$ cat src/design/rbb_pkg.sv
// shared types and constants of the box blur block
// no dependencies
package rbb_pkg;

    localparam int COL_W  = 11;
    localparam int ROW_W  = 16;
    localparam int RING_W = 4;
    localparam int LAG_W  = 14;
    localparam int IDX_W  = 1;
    localparam int CFG_W  = 16;

    localparam logic [IDX_W-1:0] REG_FRAME_WIDTH  = 1'b0;
    localparam logic [IDX_W-1:0] REG_FRAME_HEIGHT = 1'b1;

    localparam logic OP_PIXEL = 1'b0;
    localparam logic OP_FLUSH = 1'b1;

    typedef struct packed {
        logic       op;
        logic [7:0] red_in;
        logic [7:0] green_in;
        logic [7:0] blue_in;
    } t_in_item;

    typedef struct packed {
        logic [7:0] red_out;
        logic [7:0] green_out;
        logic [7:0] blue_out;
        logic       frame_end;
    } t_out_item;

    typedef struct packed {
        logic [RING_W-1:0] ring;
        logic [ROW_W-1:0]  row;
        logic [COL_W-1:0]  col;
        logic              last;
    } t_job;

    typedef struct packed {
        logic              en;
        logic [RING_W-1:0] ring;
        logic [COL_W-1:0]  col;
        logic [23:0]       pix;
    } t_mem_wr;

    typedef struct packed {
        logic [COL_W-1:0] width;
        logic [ROW_W-1:0] height;
    } t_geom;

endpackage

$ cat src/design/rbb_front.sv
// front end: accepts items, tracks input and output positions, issues jobs
// depends on rbb_pkg
module rbb_front #(
    parameter int MAX_WIDTH = 1024,
    parameter int RADIUS    = 2
) (
    input  logic                        i_clk,
    input  logic                        i_rst_n,
    input  logic                        i_in_valid,
    output logic                        o_in_ready,
    input  rbb_pkg::t_in_item           i_in_data,
    input  logic                        i_cfg_we,
    input  logic [rbb_pkg::IDX_W-1:0]   i_cfg_idx,
    input  logic [rbb_pkg::CFG_W-1:0]   i_cfg_data,
    input  logic                        i_q_busy,
    input  logic                        i_back_reading,
    output logic                        o_push,
    output rbb_pkg::t_job               o_job,
    output rbb_pkg::t_mem_wr            o_wr,
    output rbb_pkg::t_geom              o_geom
);
    import rbb_pkg::*;

    localparam int RING = 3 * RADIUS + 1;

    logic [COL_W-1:0]  r_cfg_w;
    logic [ROW_W-1:0]  r_cfg_h;
    logic [COL_W-1:0]  r_in_col;
    logic [ROW_W-1:0]  r_in_row;
    logic [RING_W-1:0] r_in_ring;
    logic [COL_W-1:0]  r_out_col;
    logic [ROW_W-1:0]  r_out_row;
    logic [RING_W-1:0] r_out_ring;
    logic [LAG_W-1:0]  r_lead;

    logic [COL_W-1:0] eff_w;
    logic [ROW_W-1:0] eff_h;
    logic [LAG_W-1:0] lag;
    logic [LAG_W-1:0] lead_inc;
    logic             accept;
    logic             full;
    logic             pixel_take;
    logic             emit;
    logic             last;

    always_comb begin
        if (r_cfg_w == '0) begin
            eff_w = COL_W'(1);
        end else if (LAG_W'(r_cfg_w) > LAG_W'(MAX_WIDTH)) begin
            eff_w = COL_W'(MAX_WIDTH);
        end else begin
            eff_w = r_cfg_w;
        end
        eff_h      = (r_cfg_h == '0) ? ROW_W'(1) : r_cfg_h;
        lag        = LAG_W'(RADIUS) * LAG_W'(eff_w) + LAG_W'(RADIUS);
        lead_inc   = r_lead + LAG_W'(1);
        o_in_ready = !i_q_busy && !i_back_reading;
        accept     = i_in_valid && o_in_ready;
        full       = (r_in_row == eff_h);
        pixel_take = accept && !full && (i_in_data.op == OP_PIXEL);
        emit       = accept && (full || (pixel_take && (lead_inc > lag)));
        last       = (r_out_row == eff_h - ROW_W'(1)) && (r_out_col == eff_w - COL_W'(1));
    end

    assign o_push      = emit;
    assign o_job.ring  = r_out_ring;
    assign o_job.row   = r_out_row;
    assign o_job.col   = r_out_col;
    assign o_job.last  = last;
    assign o_wr.en     = pixel_take;
    assign o_wr.ring   = r_in_ring;
    assign o_wr.col    = r_in_col;
    assign o_wr.pix    = {i_in_data.red_in, i_in_data.green_in, i_in_data.blue_in};
    assign o_geom.width  = eff_w;
    assign o_geom.height = eff_h;

    always_ff @(posedge i_clk) begin
        if (!i_rst_n) begin
            r_cfg_w    <= COL_W'(1);
            r_cfg_h    <= ROW_W'(1);
            r_in_col   <= '0;
            r_in_row   <= '0;
            r_in_ring  <= '0;
            r_out_col  <= '0;
            r_out_row  <= '0;
            r_out_ring <= '0;
            r_lead     <= '0;
        end else if (i_cfg_we) begin
            case (i_cfg_idx)
                REG_FRAME_WIDTH:  r_cfg_w <= i_cfg_data[COL_W-1:0];
                REG_FRAME_HEIGHT: r_cfg_h <= i_cfg_data[ROW_W-1:0];
                default:          r_cfg_w <= r_cfg_w;
            endcase
            r_in_col   <= '0;
            r_in_row   <= '0;
            r_in_ring  <= '0;
            r_out_col  <= '0;
            r_out_row  <= '0;
            r_out_ring <= '0;
            r_lead     <= '0;
        end else begin
            if (pixel_take) begin
                if (r_in_col == eff_w - COL_W'(1)) begin
                    r_in_col  <= '0;
                    r_in_row  <= r_in_row + ROW_W'(1);
                    r_in_ring <= (r_in_ring == RING_W'(RING - 1)) ? '0 : r_in_ring + RING_W'(1);
                end else begin
                    r_in_col <= r_in_col + COL_W'(1);
                end
                if (!(lead_inc > lag)) begin
                    r_lead <= lead_inc;
                end
            end
            if (emit) begin
                if (last) begin
                    // frame done, every position back to the start
                    r_in_col   <= '0;
                    r_in_row   <= '0;
                    r_in_ring  <= '0;
                    r_out_col  <= '0;
                    r_out_row  <= '0;
                    r_out_ring <= '0;
                    r_lead     <= '0;
                end else if (r_out_col == eff_w - COL_W'(1)) begin
                    r_out_col  <= '0;
                    r_out_row  <= r_out_row + ROW_W'(1);
                    r_out_ring <= (r_out_ring == RING_W'(RING - 1)) ? '0
                                : r_out_ring + RING_W'(1);
                end else begin
                    r_out_col <= r_out_col + COL_W'(1);
                end
            end
        end
    end

endmodule

$ cat config.mk
export PLATFORM = sky130hd
export DESIGN_NAME = rbb_front
export DESIGN_NICKNAME = d
export VERILOG_FILES = /design/src/design/rbb_pkg.sv /design/src/design/rbb_front.sv
export SDC_FILE = /design/constraint.sdc
export NUM_CORES = 1
export LEC_CHECK = 0
export BUFFER_PORTS_ARGS = -buffer_cell sky130_fd_sc_hd__buf_2
export CORE_ASPECT_RATIO = 0.6
export CORE_MARGIN = 8
export CORE_UTILIZATION = 50
export CTS_BUF_LIST = sky130_fd_sc_hd__clkbuf_2 sky130_fd_sc_hd__clkbuf_4 sky130_fd_sc_hd__clkbuf_8
export CTS_CLUSTER_SIZE = 12
export DETAILED_ROUTE_END_ITERATION = 6
export GPL_ROUTABILITY_DRIVEN = 0
export PLACE_DENSITY = 0.71
export SETUP_SLACK_MARGIN = 0.05
export SLEW_MARGIN = 20
export SYNTH_ARGS = -nofsm -noshare
export SYNTH_HDL_FRONTEND = slang
export SYNTH_SLANG_ARGS = --single-unit
$ cat constraint.sdc
create_clock -name i_clk -period 5.45 [get_ports i_clk]
set_clock_uncertainty 0.2 [all_clocks]
set_input_delay 0.8175 -clock i_clk [delete_from_list [all_inputs] [get_ports i_clk]]
set_output_delay 0.8175 -clock i_clk [all_outputs]
set_load 0.005 [all_outputs]
# == After elaboration in Yosys (flattened, before gate mapping) ==
# Cells that the tools add are included.
# word_totals
inputBits,48
wordCells,75
output_inout_bits,101
ff_bits,103
# op_classes
n_addsub,10
n_eq_ne,6
n_lt_le_gt_ge,2
mux,27
bitwise_logic,3
n_reduce_logical,18
# ops
op,count
$mux W16,7
$mux W11,8
$mux W14,4
$add A16 B1 Y16 const B,2
$eq A16 B16 Y1,2
$mux W4,8
$add A11 B1 Y11 const B,2
$eq A11 B11 Y1,2
$logic_not A16 Y1,1
$sub A16 B1 Y16 const B,1
$add A14 B1 Y14 const B,1
$gt A14 B13 Y1,1
$add A12 B2 Y13 const B,1
$gt A11 B11 Y1 const B,1
$logic_not A11 Y1,1
$sub A11 B1 Y11 const B,1
$add A4 B1 Y4 const B,2
$eq A4 B3 Y1 const B,2
$logic_and A1 B1 Y1,7
$reduce_and A2 Y1,3
$logic_not A1 Y1,3
$not A1 Y1,3
$reduce_bool A2 Y1,1
$reduce_or A2 Y1,1
$logic_or A1 B1 Y1,1

# == Depth between registers and ports, before layout ==
# Gate-level depths: netlist of run 1.
# logic_depth
depth_word,10
depth_mapped,20
depth_no_buf,17

# == Worst setup path after synthesis of run 1 ==
# No wires, ideal clock.
# synth_path
path_kind,register to output
startpoint,register r_cfg_w[3]
endpoint,output o_push
t_required_ns,4.433
path_stages_with_launch,18
path_buffers,2
arrival_time_ns,3.945
path_slack_ns,0.487
path_cell_list,dfxtp_1 buf_2 nor4_1 a31oi_1 inv_1 ha_1 nand2_1 nor3_1 and3_1 a31oi_1 ha_1 and4_1 nand3_1 nor3_1 a311oi_1 a211oi_1 clkbuf_1 nor2_1
# synth_lines
element,line,source
from (decl),rbb_front.sv:26,logic [COL_W-1:0] r_cfg_w;
from (signal assigned),rbb_front.sv:90,REG_FRAME_WIDTH: r_cfg_w <= i_cfg_data[COL_W-1:0];
from (signal assigned),rbb_front.sv:92,default: r_cfg_w <= r_cfg_w;
to (decl),rbb_front.sv:17,"output logic o_push,"

==> results of run 1 <==
[worst max path at each step]
stage | slack [ns] | depth (start not counted) | from | end
3_3_place_gp | 0.61 | 17 | r_cfg_w[4]$_SDFFE_PN0P_ | r_out_row[11]$_SDFFE_PP0P_
4_1_cts | 0.18 | 16 | r_cfg_w[4]$_SDFFE_PN0P_ | o_push
2_1_floorplan | 0.49 | 17 | r_cfg_w[3]$_SDFFE_PN0P_ | o_push
3_5_place_dp | 0.46 | 17 | r_cfg_w[4]$_SDFFE_PN0P_ | r_out_row[9]$_SDFFE_PP0P_
6_report | 0.36 | 11 | r_cfg_w[1]$_SDFFE_PN0P_ | o_job[0]
5_1_grt | 0.09 | 15 | r_lead[0]$_SDFF_PP0_ | o_push
[power breakdown]
| part | leakage, nW | total [W] | internal [W] | switching, W |
|---|---|---|---|---|
| Sequential | 0.832 | 0.000783 | 0.000762 | 0.0000204 |
| Combinational | 2.26 | 0.000324 | 0.000130 | 0.000194 |
| Clock | 0.109 | 0.000527 | 0.000223 | 0.000304 |
| Total | 3.21 | 0.00163 | 0.00112 | 0.000518 |
[area by class of cell]
class / instances / area, um2 / area share, %
multi-input combinational: 735 / 4860 / 59.4
clock inverter: 7 / 88.8 / 1.09
clock buffer: 9 / 124 / 1.51
timing repair buffer: 126 / 708 / 8.65
inverter: 25 / 93.8 / 1.15
sequential: 103 / 2060 / 25.2
tap: 198 / 248 / 3.03
[per-stage QoR]
stage	cells	area, um2
after global routing	1203	8190
final	1203	8190
after detailed placement	1186	7950
after CTS	1202	8160
after global placement	1186	7950
after floorplan	962	7510
[synth_stat cells (all sizes together), types with 4 or more instances]
cell type | n | area (um2)
o211ai | 4 | 30.0
and3 | 22 | 138
nor4 | 25 | 208
nand2b | 11 | 68.8
inv | 25 | 93.8
and2 | 6 | 37.5
dfxtp | 103 | 2060
o31ai | 13 | 97.6
nand4 | 20 | 125
mux2i | 7 | 70.1
nand4b | 5 | 58.8
nor2 | 72 | 270
or4 | 20 | 158
nand2 | 100 | 375
o21ai | 35 | 183
o2111ai | 4 | 41.3
buf | 45 | 318
or3b | 4 | 35.0
a211oi | 5 | 42.5
clkbuf | 54 | 203
a21boi | 26 | 199
a21oi | 39 | 199
xnor2 | 47 | 412
a2111oi | 4 | 72.6
nor3b | 9 | 72.6
nand3 | 53 | 265
or3 | 26 | 173
ha | 22 | 275
nor4b | 6 | 52.6
nor3 | 24 | 131
nor2b | 13 | 81.3
a31oi | 10 | 68.8
xor2 | 53 | 464
nand3b | 5 | 37.5
[cells by family after synthesis]
| group | after synthesis | synth area share [%] |
|---|---|---|
| other | 1 | 0.0499 |
| AOI/OAI and AO/OA | 174 | 16.5 |
| muxes | 7 | 0.933 |
| adders and majority gates | 22 | 3.66 |
| buffers and inverters | 124 | 8.18 |
| and+or+nand+nor | 431 | 31.6 |
| DFF | 103 | 27.5 |
| xor gates and xnor gates | 100 | 11.7 |
[layer usage]
layer,up-vias,GRT usage (%),part of all wire [%]
met5,-,0,0.045
met4,2,4.76,1.5
met3,46,5.61,9.3
met2,322,30.1,39
met1,3358,33.7,50
li1,3492,-,-
[state kept, by name, indices dropped and copies added, names as in the netlist]
signal	flops
r_cfg_h	16
r_cfg_w	11
r_in_col	11
r_in_ring	4
r_in_row	16
r_lead	14
r_out_col	11
r_out_ring	4
r_out_row	16
[timing repair]
item	CTS	global route
resized for setup	0	5
setup endpoints to repair	0	7
hold buffers	0	0
buffers inserted	0	1
[placed cells by master, fill, tap and decap left out, drive strengths merged, types with 4 or more instances in the layout]
cell type	instances
a2111oi	4
a211oi	5
a21boi	26
a21oi	39
a31oi	10
and2	6
and3	22
buf	126
clkbuf	9
dfxtp	103
ha	22
inv	28
mux2i	7
nand2	100
nand2b	11
nand3	53
nand3b	5
nand4	20
nand4b	5
nor2	72
nor2b	13
nor3	24
nor3b	9
nor4	25
nor4b	6
o2111ai	4
o211ai	4
o21ai	35
o31ai	13
or3	26
or3b	4
or4	20
xnor2	47
xor2	53
[critical path: stages, from the launching register on]
cell and delay [ns]:
dfxtp_1 0.65, nor2_1 0.11, a31oi_1 0.30, buf_4 0.20
ha_1 0.45, or4b_2 0.71, o21ai_2 0.29, xor2_1 0.26
and3b_1 0.27, o2111ai_2 0.16, nor2_1 0.16, buf_2 0.14
==> results.cfg, run 1 <==
[cells_and_area]
n_fill_cell = 1367
synthToLayoutAreaGrowth_pct = 8.98
layout.nets = 1070
diodes = 0
post-route-util_pct = 56.1
drive_above_1_share_pct = 18.1

[logic_synthesis]
ys_ff_latch = 103
syn_avg_cell_area_um2 = 7.81
ys_warn_count = 0
async_flop_share_pct = 0
syn_nets = 1032
synth_cell_types = 80
synth-edff-count = 0
seq_area_frac_synth_pct = 27.5
syn_inst = 962
netlist_area_mm2 = 0.00751
synthFlopType = dfxtp_1

[pwr]
p_leak_nw = 3.21
power_w = 0.00163
vdd_ir_drop_max_mv = 0.141
powerDensity_mw_per_mm2 = 200

[cts]
clk_path_buf_depth = 2
htree_levels = 3
root_buffer = clkbuf_8
cts_sinks = 103
cts_tree = done
cts_buffers = 9
clock_latency_ns = 0.39
clk_pin_slew_ns = 0.11

[critical_path]
cp_data_required_time_ns = 4.43
reg2reg_depth = 12
critPathArrivalTime_ns = 4.07
worstReg2RegStart = r_cfg_w[1]$_SDFFE_PN0P_
worstSetupEndpointType = output pin
setup.worst_path.start_class = register
reg2reg_to = r_out_row[13]$_SDFFE_PP0P_
reg2reg_slack_ns = 0.54
worst-setup-path-type = register to output pin
crit_fanout = 12

[drt]
wirelength_um = 22000
viasPerCell = 6.00
wl_per_cell_um = 18.3
drtAntennaViolNets = 0
drt_iter0_markers = 769
firstDrtPassIters = 6
drcViolationCount = 0
routed-via-count = 7220

[floorplanning]
rows = 34
core-area_mm2 = 0.0146
io_pins = 149
die_h_um = 111
initial_core_util_pct = 51.5
fp.dieW_um = 174
die_area_mm2 = 0.0193

[sta]
relSlewSlack_pct = 44.8
period_minus_slack_ns = 5.09
maxSlewViolCount = 0
fin_ws_ns = 0.360
hold_slack_ns = 0.293
finalSetupViolCount = 0
rsz0062_at_grt = no
worstMarginPinSlew_ns = 0.807
setup_tns_ns = 0
finalCritPeriodShare_pct = 93.4
max_freq_ghz = 0.196
hold_viol_final = 0

[hold_path]
holdPathStages = 1
hp-start = r_lead[13]$_SDFF_PP0_
hold_end = r_lead[13]$_SDFF_PP0_
min_path_type = register to register

[placed_design]
portBuffers = 100
pre_cts_ws_ns = 0.456
hpwl_um = 16600

[global_route]
grt_overflow = 0
grtUsageTotal_pct = 22.2
grt_pass1_vias = 6634
grt_max_degree = 38
antenna_found_initial = 1
grt_pass1_wl_um = 35600

[run]
maxCapViolCount = 0

[run_status]
status = complete, no violations
Note: power is estimated with default switching activity, not from simulation.
==> run 2: changes to the inputs <==
Settings changed: PLACE_DENSITY 0.71 to 0.75.
==> run 2 against run 1 <==
Die area unchanged. Hold slack worse by 0.00062 ns. Critical path depth up 3. Count of clock-buffer cells in the layout unchanged. Non-clock buffer count up 2. Sequential cell count unchanged. Routed wire length up 2.2%. Worst setup slack worse by 0.0037 ns. Critical path type unchanged.
==> results.cfg, run 2 (synthesis results as in run 1) <==
[drt]
firstDrtPassIters = 5
routed-via-count = 7281
drtAntennaViolNets = 0
drcViolationCount = 0
viasPerCell = 6.04
drt_iter0_markers = 770
wirelength_um = 22500
wl_per_cell_um = 18.7

[critical_path]
startpoint = r_cfg_h[9]$_SDFFE_PN0P_
crit_buf_inv = 3
path_cells = or4_1, nor4_4, buf_4, a31oi_4, ha_1, or3b_1, or4_1, nand3_1, nand4_1, nor4_1, nand4_1, buf_4, nor2_1, buf_2
crit_fanout = 11
cp_num_cells = 14
worstReg2RegStart = r_cfg_w[6]$_SDFFE_PN0P_
crit_path_end = o_job[0]
slowest_delay_ns = 0.55
reg2reg_slack_ns = 0.60
worstSetupEndpointType = output pin
cpMaxStageDelayCell = dfxtp_1
worst-setup-path-type = register to output pin
reg2reg_depth = 13
setup.worst_path.start_class = register
cp_data_required_time_ns = 4.43
reg2reg_to = r_lead[13]$_SDFF_PP0_
critPathArrivalTime_ns = 4.08
cp_top_family = simple AND/OR/NAND/NOR gates

[hold_path]
holdPathStages = 1
min_path_type = register to register

[cells_and_area]
final_cell_mix = dfxtp_1, nand2_1, buf_2, nor2_1
layout.nets = 1072
reg_top3 = r_cfg_h: 16 flops, r_in_row: 16 flops, r_out_row: 16 flops
n_fill_cell = 1360
synthToLayoutAreaGrowth_pct = 9.21
diodes = 0
final_area_mm2 = 0.00820
final_common_cell = dfxtp_1
drive_above_1_share_pct = 18.2
post-route-util_pct = 56.2

[sta]
worstMarginPinSlew_ns = 0.975
period_minus_slack_ns = 5.09
rsz0062_at_grt = yes
relSlewSlack_pct = 34.8
max_freq_ghz = 0.196
hold_slack_ns = 0.292
maxSlewViolCount = 0
finalSetupViolCount = 0
fin_ws_ns = 0.356
finalCritPeriodShare_pct = 93.5
setup_tns_ns = 0
hold_viol_final = 0

[global_route]
grt_pass1_vias = 6693
antenna_found_initial = 2
grt_max_degree = 31
grt_overflow = 0
grt_pass1_wl_um = 35900
grtUsageTotal_pct = 22.4

[placed_design]
dpl_cell_area_mm2 = 0.00798
portBuffers = 100
hpwl_um = 17100
pre_cts_ws_ns = 0.656

[cts]
clock_latency_ns = 0.39
cts_tree = done
clk_path_buf_depth = 2
cts_buffers = 9
cts_sinks = 103
clk_pin_slew_ns = 0.10
holdBufCountCts = 0
root_buffer = clkbuf_8
htree_levels = 3

[run]
maxCapViolCount = 0

[floorplanning]
io_pins = 149
initial_core_util_pct = 51.5
fp.dieW_um = 174
rows = 34
core-area_mm2 = 0.0146
die_h_um = 111
die_area_mm2 = 0.0193

[pwr]
powerDensity_mw_per_mm2 = 194
p_leak_nw = 3.21
vdd_ir_drop_max_mv = 0.119

[run_status]
status = complete, no violations
[run 2: per-stage QoR]
step	cells	total power [W]
after global routing	1205	0.00165
final	1205	0.00159
after floorplan	962	0.00103
after CTS	1203	0.00158
after global placement	1187	0.00111
after detailed placement	1187	0.00112
[run 2: repair_timing]
item / in CTS / in global routing
buffers inserted: 0 / 2
endpoints found under the setup margin: 0 / 2
gates resized for setup: 0 / 5
[run 2: power by group]
group,switching (W),internal [W],total (W)
clock,0.000300,0.000173,0.000473
sequential,0.0000200,0.000762,0.000782
combinational,0.000199,0.000136,0.000335
total,0.000520,0.00107,0.00159
[run 2: area by class of cell]
| class | count | area [um2] | share of cell area, % |
|---|---|---|---|
| clock buffer | 9 | 124 | 1.51 |
| clock inverter | 7 | 56.3 | 0.686 |
| inverter | 25 | 93.8 | 1.14 |
| multi-input combinational | 735 | 4870 | 59.4 |
| sequential | 103 | 2060 | 25.2 |
| tap | 198 | 248 | 3.02 |
| timing repair buffer | 128 | 748 | 9.12 |
[run 2: worst min-delay path by stage]
| stage | start | to | slack (ns) |
|---|---|---|---|
| after global placement | r_lead[13]$_SDFF_PP0_ | r_lead[13]$_SDFF_PP0_ | 0.28 |
| final | r_lead[13]$_SDFF_PP0_ | r_lead[13]$_SDFF_PP0_ | 0.29 |
| after detailed placement | r_lead[13]$_SDFF_PP0_ | r_lead[13]$_SDFF_PP0_ | 0.28 |
| after global routing | r_lead[13]$_SDFF_PP0_ | r_lead[13]$_SDFF_PP0_ | 0.32 |
| after floorplan | r_cfg_h[0]$_SDFFE_PN1P_ | r_cfg_h[0]$_SDFFE_PN1P_ | 0.27 |
| after CTS | r_lead[13]$_SDFF_PP0_ | r_lead[13]$_SDFF_PP0_ | 0.30 |
[run 2: worst reg2reg max path, cell delays in order (launching register included)]
cell,delay [ns]
dfxtp_1,0.55
nor4_2,0.09
a31oi_1,0.42
buf_4,0.20
ha_1,0.34
or4b_2,0.71
o21ai_2,0.27
xor2_1,0.11
a41oi_1,0.34
o2111ai_2,0.22
or3_1,0.52
o21ai_4,0.52
buf_12,0.22
nor3b_1,0.06
[run 2: per-layer routing]
metal,up-vias,wire length (um),global-route usage (%)
li1,3483,-,-
met1,3405,10800,32.9
met2,335,8910,31.4
met3,54,2440,6.26
met4,4,386,4.99
met5,-,20,0
