**src/design/rbb_pkg.sv**
```systemverilog
// shared types and constants of the box blur block
// no dependencies
package rbb_pkg;

    localparam int COL_W  = 11;
    localparam int ROW_W  = 16;
    localparam int RING_W = 4;
    localparam int LAG_W  = 14;
    localparam int IDX_W  = 1;
    localparam int CFG_W  = 16;

    localparam logic [IDX_W-1:0] REG_FRAME_WIDTH  = 1'b0;
    localparam logic [IDX_W-1:0] REG_FRAME_HEIGHT = 1'b1;

    localparam logic OP_PIXEL = 1'b0;
    localparam logic OP_FLUSH = 1'b1;

    typedef struct packed {
        logic       op;
        logic [7:0] red_in;
        logic [7:0] green_in;
        logic [7:0] blue_in;
    } t_in_item;

    typedef struct packed {
        logic [7:0] red_out;
        logic [7:0] green_out;
        logic [7:0] blue_out;
        logic       frame_end;
    } t_out_item;

    typedef struct packed {
        logic [RING_W-1:0] ring;
        logic [ROW_W-1:0]  row;
        logic [COL_W-1:0]  col;
        logic              last;
    } t_job;

    typedef struct packed {
        logic              en;
        logic [RING_W-1:0] ring;
        logic [COL_W-1:0]  col;
        logic [23:0]       pix;
    } t_mem_wr;

    typedef struct packed {
        logic [COL_W-1:0] width;
        logic [ROW_W-1:0] height;
    } t_geom;

endpackage

```
**src/design/rbb_queue.sv**
```systemverilog
// two-entry job queue between front and back
// depends on rbb_pkg
module rbb_queue (
    input  logic          i_clk,
    input  logic          i_rst_n,
    input  logic          i_push,
    input  rbb_pkg::t_job i_job,
    input  logic          i_pop,
    output logic          o_head_valid,
    output rbb_pkg::t_job o_head
);
    import rbb_pkg::*;

    t_job       r_slot [2];
    logic       r_wp;
    logic       r_rp;
    logic [1:0] r_cnt;

    assign o_head_valid = (r_cnt != 2'd0);
    assign o_head       = r_slot[r_rp];

    always_ff @(posedge i_clk) begin
        if (i_push) begin
            r_slot[r_wp] <= i_job;
        end
    end

    always_ff @(posedge i_clk) begin
        if (!i_rst_n) begin
            r_wp  <= 1'b0;
            r_rp  <= 1'b0;
            r_cnt <= 2'd0;
        end else begin
            if (i_push) begin
                r_wp <= !r_wp;
            end
            if (i_pop) begin
                r_rp <= !r_rp;
            end
            case ({i_push, i_pop})
                2'b10:   r_cnt <= r_cnt + 2'd1;
                2'b01:   r_cnt <= r_cnt - 2'd1;
                default: r_cnt <= r_cnt;
            endcase
        end
    end

endmodule

```
**config.mk**
```make
export PLATFORM = sky130hd
export DESIGN_NAME = rbb_queue
export DESIGN_NICKNAME = d
export VERILOG_FILES = /design/src/design/rbb_pkg.sv /design/src/design/rbb_queue.sv
export SDC_FILE = /design/constraint.sdc
export NUM_CORES = 1
export LEC_CHECK = 0
export BUFFER_PORTS_ARGS = -buffer_cell sky130_fd_sc_hd__buf_4
export CAP_MARGIN = 20
export CORE_ASPECT_RATIO = 0.7
export CORE_MARGIN = 1.5
export CORE_UTILIZATION = 45
export CTS_CLUSTER_SIZE = 20
export DETAILED_ROUTE_END_ITERATION = 6
export PLACE_DENSITY = 0.7
export SLEW_MARGIN = 15
export SYNTH_ARGS = -nofsm -noshare
export SYNTH_HDL_FRONTEND = slang
export SYNTH_SLANG_ARGS = --single-unit
export TNS_END_PERCENT = 20
```
**constraint.sdc**
```tcl
create_clock -name i_clk -period 3.98 [get_ports i_clk]
set_input_delay 0.199 -clock i_clk [delete_from_list [all_inputs] [get_ports i_clk]]
set_output_delay 0.199 -clock i_clk [all_outputs]
set_load 0.03 [all_outputs]
```
; ---- Word level (Yosys, flattened, before mapping)
; Memory sizes are Yosys's and may differ from the RTL's. A register that Yosys moved wholly into a read port is not among the register bits.
; Index checks and enable logic that the tools add are counted.
; Widths: inputs -> output; s select.
[totals]
memories = 1
register_bits = 4
in_bits = 36
ram_bits = 64
output_inout_bits = 33
word_cells = 17
[op_classes]
n_mux = 5
n_reduce_logical = 4
addsub = 2
n_eq_ne = 2
[memory_table]
columns = name, words, word_bits, read_ports, rd_clocked_by_memory_dff, wr, line_no
row1 = r_slot, 2, 32, 1, 1, 1, rbb_queue.sv:14  ; t_job r_slot [2];
[op_table]
columns = op, count
row1 = $mux 1, 4
row2 = $pmux 2 s2, 1
row3 = $reduce_bool 2->1, 2
row4 = $add 2x1->2 const B, 1
row5 = $eq 2x1->1 const B, 1
row6 = $eq 2x2->1 const B, 1
row7 = $logic_not 1->1, 2
row8 = $sub 2x1->2 const B, 1

; ---- Depth between registers and ports, before layout
; Gate-level depths: netlist of run 1.
[depth]
word_depth = 3
ltp_mapped = 5
ltp_nobuf = 5

; ---- Worst setup path after synthesis of run 1
; Ideal clock, no wire load.
[synth_timing]
path_type = reg2reg
from = reg r_wp
to = mem r_slot[0][0] (netlist bit) (enable)
setup_time_ns = 0.423
t_arrival_ns = 1.696
period_less_slack_ns = 2.119
path_stages_with_launch = 2
path_slack_ns = 1.861
path_cell_list = dfxtp_1 > nor2_1
[synth_lines]
columns = item, line_no
row1 = from (decl), rbb_queue.sv:15  ; logic r_wp;
row2 = from (signal assigned), rbb_queue.sv:35  ; r_wp <= !r_wp;
row3 = to (decl), rbb_queue.sv:14
; No word-level cell before the write port.

==> metrics.txt, run 1 <==
# TYPE chip_impl_metric gauge
chip_impl_metric{name="finalInstanceArea",unit="um^2"} 3260
chip_impl_metric{name="placed_area",unit="um^2"} 3120
chip_impl_metric{name="final_hold_viols",unit=""} 0
chip_impl_metric{name="tns",unit="ns"} 0
chip_impl_metric{name="post_synth_mux_area_share",unit="%"} 14.3
chip_impl_metric{name="adder_and_majority_cell_fraction_of_the_synthesized_area",unit="%"} 0.497
chip_impl_metric{name="antenna_found_initial",unit=""} 0
chip_impl_metric{name="die-height",unit="um"} 65.6
chip_impl_metric{name="syn-instance-count",unit=""} 121
chip_impl_metric{name="starting_utilization_of_the_core_area",unit="%"} 47.4
chip_impl_metric{name="clock_latency",unit="ns"} 0.33
chip_impl_metric{name="synthDistinctLibCells",unit=""} 18
chip_impl_metric{name="power.ir.vdd_worst",unit="mV"} 0.240
chip_impl_metric{name="total_global_routing_overflow",unit=""} 0
chip_impl_info{name="status",value="finished, final reports clean"} 1
chip_impl_info{name="clockRootBuffer",value="sky130_fd_sc_hd__clkbuf_8"} 1
chip_impl_metric{name="clk_pin_slew",unit="ns"} 0.07
chip_impl_metric{name="fp.dieW",unit="um"} 92.4
chip_impl_metric{name="fp.coreArea",unit="um^2"} 5310
chip_impl_metric{name="power.static_leakage",unit="nW"} 1.23
chip_impl_metric{name="drt_pass_1_iters",unit=""} 4
chip_impl_metric{name="layout-drive-gt1-share",unit="%"} 55.4
chip_impl_metric{name="syn2layout_area_growth",unit="%"} 29.6
chip_impl_metric{name="cts_hold_repair.buffers",unit=""} 0
chip_impl_metric{name="synth.top_cell.area_share",unit="%"} 76.3
chip_impl_metric{name="placement_rows",unit=""} 22
chip_impl_metric{name="maxCapViolCount",unit=""} 0
chip_impl_info{name="synthDominantAreaCellType",value="sky130_fd_sc_hd__edfxtp_1"} 1
chip_impl_metric{name="seq_area_frac_synth",unit="%"} 80.3
chip_impl_metric{name="critical_path.max_fanout",unit=""} 23
chip_impl_metric{name="period_needed",unit="ns"} 2.05
chip_impl_metric{name="share_clk_of_total_power",unit="%"} 28.6
chip_impl_metric{name="gr-usage-all-layers",unit="%"} 15.9
chip_impl_metric{name="finClkSkew",unit="ns"} 0.00560
chip_impl_metric{name="synth-warning-count",unit=""} 0
chip_impl_metric{name="worst_margin_slew",unit="ns"} 0.938
chip_impl_metric{name="cts.repair_timing.setup_buffer_count",unit=""} 0
chip_impl_metric{name="cp_data_required_time",unit="ns"} 3.78
chip_impl_metric{name="slew_violations",unit=""} 0
chip_impl_metric{name="first_global_vias",unit=""} 1368
chip_impl_metric{name="synth_enable_flop_cells",unit=""} 64
chip_impl_info{name="main_combinational_cell_family_by_area_after_synthesis",value="multiplexers"} 1
chip_impl_metric{name="synthXorXnorAreaFrac",unit="%"} 1.04
chip_impl_metric{name="synth.avg_cell_area",unit="um^2"} 20.8
chip_impl_metric{name="final.period_utilization",unit="%"} 51.6
chip_impl_info{name="synth.top_cells.by_area",value="sky130_fd_sc_hd__edfxtp_1 76%, sky130_fd_sc_hd__mux2_2 13%, sky130_fd_sc_hd__dfxtp_1 4.0%"} 1
chip_impl_metric{name="floorplan.io_pins",unit=""} 69
chip_impl_metric{name="slew_headroom",unit="%"} 37.3
chip_impl_metric{name="clock.fmax",unit="MHz"} 487
chip_impl_metric{name="report.final.setup_viol",unit=""} 0
chip_impl_info{name="worst_setup_path_end_kind",value="primary output"} 1
chip_impl_metric{name="grt_pass1_wl",unit="um"} 6700
chip_impl_metric{name="synth_fp_nets",unit=""} 158
chip_impl_metric{name="postCtsResizedCells",unit=""} 0
chip_impl_metric{name="final_antenna_net_count",unit=""} 0
chip_impl_metric{name="detail_route.vias_per_cell",unit=""} 4.73
chip_impl_metric{name="synth_simple_gate_area_share",unit="%"} 1.89
chip_impl_metric{name="power.combinational.fraction",unit="%"} 16.1
chip_impl_metric{name="detailed_route_iter0_violations",unit=""} 66
chip_impl_metric{name="p_sw_share",unit="%"} 24.4
chip_impl_metric{name="async_flop_share",unit="%"} 0
chip_impl_metric{name="seq_power_share",unit="%"} 55.4
chip_impl_metric{name="grt_max_degree",unit=""} 34
chip_impl_metric{name="rr_worst_depth",unit=""} 1
chip_impl_info{name="grt_setup_unrepaired",value="false"} 1
chip_impl_info{name="crit_type",value="reg -> out"} 1
chip_impl_metric{name="worst-endpoint-arrival",unit="ns"} 1.85
chip_impl_info{name="hp-class",value="in -> reg"} 1
chip_impl_metric{name="synth_compound_gate_area_share",unit="%"} 0.795
chip_impl_metric{name="h-tree-depth",unit=""} 3
chip_impl_metric{name="cts.path.max_buffers",unit=""} 2
chip_impl_info{name="worstSetupStartpointType",value="flop"} 1
chip_impl_info{name="synth_ff_type",value="sky130_fd_sc_hd__edfxtp_1"} 1
chip_impl_metric{name="gp_congestion",unit=""} 0.671
chip_impl_metric{name="design.final.nets",unit=""} 235
chip_impl_metric{name="diodes",unit=""} 0
chip_impl_metric{name="postRouteWirelength",unit="um"} 4310
chip_impl_metric{name="power_report.internal_total",unit="W"} 0.00116
chip_impl_metric{name="detail_route.drc_violations",unit=""} 0
chip_impl_metric{name="netSwitchingPower",unit="W"} 0.000374
chip_impl_metric{name="dp_hpwl",unit="um"} 2940
chip_impl_metric{name="tritoncts.num_buffers",unit=""} 9
chip_impl_metric{name="avgRoutedWirePerCell",unit="um"} 15.7
chip_impl_metric{name="synth.ff_latch_count",unit=""} 69
chip_impl_metric{name="power_density",unit="nW/um^2"} 470
chip_impl_metric{name="hold-path-cell-count",unit=""} 1
chip_impl_info{name="cts_tree",value="done"} 1
chip_impl_metric{name="route.vias.total",unit=""} 1296
chip_impl_metric{name="placement.io_buffers",unit=""} 68
chip_impl_metric{name="cts_sinks",unit=""} 69
chip_impl_metric{name="dieArea",unit="um^2"} 6060
chip_impl_metric{name="synth.cell_area",unit="um^2"} 2520
logic make-up (layout without fill, tap and decap cells):
| kind of cell | after synthesis | after routing |
|---|---|---|
| flops | 69 | 69 |
| compound gates | 3 | 3 |
| fa+ha+maj | 1 | 1 |
| xor+xnor | 3 | 3 |
| buf+inv | 5 | 86 |
| simple gates | 8 | 8 |
| mux | 32 | 32 |
state kept, by name (all words and copies together) (netlist names), named ones only:
signal / count
r_cnt: 2
r_rp: 1
r_slot: 64
r_wp: 1
routing by layer:
| metal | GRT usage, % | routed length (um) | up-vias |
|---|---|---|---|
| met4 | 4.62 | 23 | 0 |
| met1 | 20.0 | 1930 | 620 |
| met3 | 9.26 | 392 | 4 |
| met2 | 23.2 | 1960 | 55 |
| li1 | - | - | 617 |
| met5 | 0 | 0 | - |
power by group through the flow:
stage	Combinational, W	Clock [W]	Sequential (W)
floorplan	0.000155	0	0.000859
global placement	0.000246	0	0.000864
detailed placement	0.000249	0	0.000866
CTS	0.000250	0.000457	0.000851
global route	0.000262	0.000487	0.000854
finish	0.000246	0.000439	0.000850
final timing paths:
| check | startpoint | endpoint | slack [ns] |
|---|---|---|---|
| worst max-delay path | flop | o_head[28] | 1.93 |
| worst min-delay path | i_job[15] | r_slot[0][15] | 0.05 |
| worst min register to register | r_cnt[1] | r_cnt[1] | 0.49 |
| worst max register to register | r_wp | r_slot[0][25] | 2.51 |
stage by stage:
stage / total power (W) / util, % / cells / setup slack, ns / hold slack [ns]
finish: 0.00154 / 61.4 / 274 / 1.93 / 0.0458
global route: 0.00160 / 61.4 / 274 / 1.77 / 0.0195
CTS: 0.00156 / 61.4 / 274 / 1.87 / 0.0207
detailed placement: 0.00112 / 58.6 / 259 / 2.26 / 0.388
global placement: 0.00111 / 58.6 / 259 / 2.28 / 0.385
floorplan: 0.00101 / - / 121 / 1.86 / 0.298
cells in the mapped netlist, drive strengths merged, types with 2 or more instances:
library cell	number
edfxtp	64
mux2	32
dfxtp	5
and2	4
buf	3
xnor2	2
placed cells by master, fill, tap and decap left out, types with 2 or more instances in the layout:
| master | count |
|---|---|
| sky130_fd_sc_hd__and2_1 | 4 |
| sky130_fd_sc_hd__buf_4 | 70 |
| sky130_fd_sc_hd__clkbuf_1 | 2 |
| sky130_fd_sc_hd__clkbuf_8 | 9 |
| sky130_fd_sc_hd__clkinv_1 | 3 |
| sky130_fd_sc_hd__dfxtp_1 | 5 |
| sky130_fd_sc_hd__edfxtp_1 | 64 |
| sky130_fd_sc_hd__mux2_1 | 2 |
| sky130_fd_sc_hd__mux2_2 | 30 |
| sky130_fd_sc_hd__xnor2_1 | 2 |
worst max-delay path, stage by stage, from the launching register on:
cell and delay (ns):
sky130_fd_sc_hd__dfxtp_1 0.57, sky130_fd_sc_hd__buf_4 0.38, sky130_fd_sc_hd__mux2_2 0.39, sky130_fd_sc_hd__buf_4 0.17
cell type report:
type / instances / area (um^2)
Sequential cell: 69 / 2020
Clock buffer: 11 / 131
Multi-Input combinational cell: 47 / 474
Fill cell: 421 / 2050
Clock inverter: 4 / 16.3
Tap cell: 72 / 90.1
Inverter: 1 / 3.75
Timing Repair Buffer: 70 / 526
No activity file was read; power rests on OpenSTA's default activity.
==> run 2: changes to the inputs <==
Settings changed: PLACE_DENSITY 0.7 to 0.73.
Clock period 3.98 ns to 1.85 ns, I/O delays scaled along.
==> run 2 against run 1 <==
Sequential share of layout area fell by 6.9 points. Clock-buffer cell count rose by 4. Sequential cell count did not move. Critical path depth did not move. Sequential power rose by 120%. Die area did not move. Clock power rose to 2.7 times the previous value. Global-route usage rose by 1.6 points. First-iteration DRC count fell by 15%. Total power rose by 140%. Critical path type unchanged. Critical endpoint is now o_head[12]. Largest power group unchanged. Highest routed layer unchanged.
==> metrics.txt, run 2 (synthesis results as in run 1) <==
# TYPE chip_impl_metric gauge
chip_impl_metric{name="avgRoutedWirePerCell",unit="um"} 15.3
chip_impl_metric{name="power.static_leakage",unit="nW"} 1.41
chip_impl_metric{name="drt_pass_1_iters",unit=""} 4
chip_impl_metric{name="detailed_route_iter0_violations",unit=""} 56
chip_impl_metric{name="worst_margin_slew",unit="ns"} 0.264
chip_impl_info{name="regMostFlops",value="r_slot"} 1
chip_impl_metric{name="cts_sinks",unit=""} 69
chip_impl_info{name="mostFrequentLayoutCell",value="sky130_fd_sc_hd__buf_4"} 1
chip_impl_info{name="timing.critical_path.max_delay_family",value="flip-flops"} 1
chip_impl_metric{name="dp_hpwl",unit="um"} 3110
chip_impl_metric{name="largest_register_ffs",unit=""} 64
chip_impl_metric{name="cts.repair_timing.setup_buffer_count",unit=""} 0
chip_impl_metric{name="cp_data_required_time",unit="ns"} 1.76
chip_impl_info{name="status",value="finished, final reports clean"} 1
chip_impl_metric{name="power_density",unit="nW/um^2"} 986
chip_impl_metric{name="design.final.nets",unit=""} 272
chip_impl_metric{name="antenna_found_initial",unit=""} 0
chip_impl_metric{name="cts.path.max_buffers",unit=""} 2
chip_impl_metric{name="placement.io_buffers",unit=""} 68
chip_impl_metric{name="route.vias.total",unit=""} 1422
chip_impl_metric{name="grt_pass1_wl",unit="um"} 7450
chip_impl_metric{name="detail_route.vias_per_cell",unit=""} 4.56
chip_impl_info{name="critical_path.most_common_cell",value="sky130_fd_sc_hd__buf_4"} 1
chip_impl_metric{name="finClkSkew",unit="ns"} 0.00828
chip_impl_metric{name="placed_area",unit="um^2"} 3150
chip_impl_info{name="clockRootBuffer",value="sky130_fd_sc_hd__clkbuf_8"} 1
chip_impl_info{name="reg.largest.list",value="r_slot (64), r_cnt (2)"} 1
chip_impl_info{name="slowest_stage",value="sky130_fd_sc_hd__dfxtp_1"} 1
chip_impl_metric{name="postCtsResizedCells",unit=""} 0
chip_impl_metric{name="grt_max_degree",unit=""} 19
chip_impl_metric{name="tns",unit="ns"} 0
chip_impl_metric{name="dieArea",unit="um^2"} 6060
chip_impl_info{name="worst_setup_path_end_kind",value="primary output"} 1
chip_impl_metric{name="gr-usage-all-layers",unit="%"} 17.5
chip_impl_metric{name="fp.coreArea",unit="um^2"} 5310
chip_impl_metric{name="placedCellCount",unit=""} 263
chip_impl_metric{name="slew_headroom",unit="%"} 82.4
chip_impl_metric{name="detail_route.drc_violations",unit=""} 0
chip_impl_metric{name="die-height",unit="um"} 65.6
chip_impl_metric{name="power.ir.vdd_worst",unit="mV"} 0.516
chip_impl_metric{name="final.period_utilization",unit="%"} 93.3
chip_impl_metric{name="h-tree-depth",unit=""} 3
chip_impl_info{name="top_library_cells_by_usage_in_the_layout_fill_and_taps_aside",value="74 x sky130_fd_sc_hd__buf_4, 64 x sky130_fd_sc_hd__edfxtp_1, 33 x sky130_fd_sc_hd__dlygate4sd3_1"} 1
chip_impl_metric{name="final_hold_viols",unit=""} 0
chip_impl_metric{name="diodes",unit=""} 0
chip_impl_metric{name="clock_latency",unit="ns"} 0.33
chip_impl_metric{name="fp.dieW",unit="um"} 92.4
chip_impl_info{name="worstSetupStartpointType",value="flop"} 1
chip_impl_metric{name="clock.fmax",unit="MHz"} 579
chip_impl_metric{name="tritoncts.num_buffers",unit=""} 9
chip_impl_metric{name="placement_rows",unit=""} 22
chip_impl_metric{name="slew_violations",unit=""} 0
chip_impl_metric{name="layout.cells.non_filler",unit=""} 312
chip_impl_metric{name="worst-r2r-setup-slack",unit="ns"} 0.72
chip_impl_metric{name="starting_utilization_of_the_core_area",unit="%"} 47.4
chip_impl_metric{name="maxCapViolCount",unit=""} 0
chip_impl_metric{name="floorplan.io_pins",unit=""} 69
chip_impl_metric{name="syn2layout_area_growth",unit="%"} 45.8
chip_impl_metric{name="gp_congestion",unit=""} 0.728
chip_impl_metric{name="path_buf_inv",unit=""} 2
chip_impl_metric{name="finalInstanceArea",unit="um^2"} 3670
chip_impl_metric{name="final_antenna_net_count",unit=""} 0
chip_impl_metric{name="total_global_routing_overflow",unit=""} 0
chip_impl_metric{name="postRouteWirelength",unit="um"} 4770
chip_impl_metric{name="critical_path.max_fanout",unit=""} 15
chip_impl_info{name="crit_type",value="reg -> out"} 1
chip_impl_metric{name="layout-drive-gt1-share",unit="%"} 49.2
chip_impl_metric{name="cts_hold_repair.buffers",unit=""} 33
chip_impl_info{name="cts_tree",value="done"} 1
chip_impl_metric{name="critical-path-max-stage-delay",unit="ns"} 0.47
chip_impl_info{name="grt_setup_unrepaired",value="false"} 1
chip_impl_metric{name="worst-endpoint-arrival",unit="ns"} 1.63
chip_impl_metric{name="first_global_vias",unit=""} 1582
chip_impl_metric{name="report.final.setup_viol",unit=""} 0
chip_impl_metric{name="period_needed",unit="ns"} 1.73
chip_impl_info{name="critical_path.cell_chain",value="buf_4 > mux2_2 > buf_4"} 1
chip_impl_info{name="hp-class",value="in -> reg"} 1
chip_impl_metric{name="clk_pin_slew",unit="ns"} 0.07
run 2: changes by cell type in the layout (fill, tap and decap cells not counted):
cell,delta
sky130_fd_sc_hd__buf_4,+4
sky130_fd_sc_hd__clkinv_2,-1
sky130_fd_sc_hd__clkbuf_8,+2
sky130_fd_sc_hd__bufinv_16,+1
sky130_fd_sc_hd__clkbuf_1,+2
sky130_fd_sc_hd__clkinv_1,-3
sky130_fd_sc_hd__dlygate4sd3_1,+33
run 2: area by class of cell:
type,count,area (um^2)
tap,72,90.1
timing repair buffer,107,886
inverter,1,3.75
clock buffer,15,166
multi-input combinational,47,474
sequential,69,2020
clock inverter,1,30.0
fill,339,1640
run 2: path summary, 6_finish.rpt:
kind | cells after the start | end | from
worst min-delay path | 3 | r_wp | i_push
worst max-delay path | 3 | o_head[12] | flop
worst min register to register | 2 | r_cnt[1] | r_cnt[1]
worst max register to register | 2 | r_slot[1][8] | r_wp
run 2: report_power, final:
group | switching [W] | leakage, nW | internal, W
registers | 0.0000286 | 0.642 | 0.00180
clock network | 0.000493 | 0.0979 | 0.000699
logic | 0.000312 | 0.665 | 0.000289
run 2: routing by layer:
layer / global-route usage, % / vias to the layer above / routed length, um
met5: 0 / - / 0
met4: 5.19 / 0 / 63
met3: 8.10 / 11 / 349
met2: 31.6 / 52 / 2440
met1: 18.2 / 668 / 1920
li1: - / 691 / -
run 2: tightest hold or removal path: stages:
cell and delay (ns):
sky130_fd_sc_hd__buf_4 0.09, sky130_fd_sc_hd__nor2b_1 0.04, sky130_fd_sc_hd__o21a_1 0.15
run 2: through the flow:
stage | total power [W] | setup WS (ns) | hold slack [ns] | utilization (%)
global placement | 0.00239 | 0.503 | 0.277 | 59.2
floorplan | 0.00218 | 0.264 | 0.191 | -
finish | 0.00362 | 0.124 | 0.0854 | 69.1
detailed placement | 0.00241 | 0.489 | 0.281 | 59.2
global route | 0.00376 | 0.0427 | 0.0818 | 69.1
CTS | 0.00365 | 0.107 | 0.0687 | 69.1
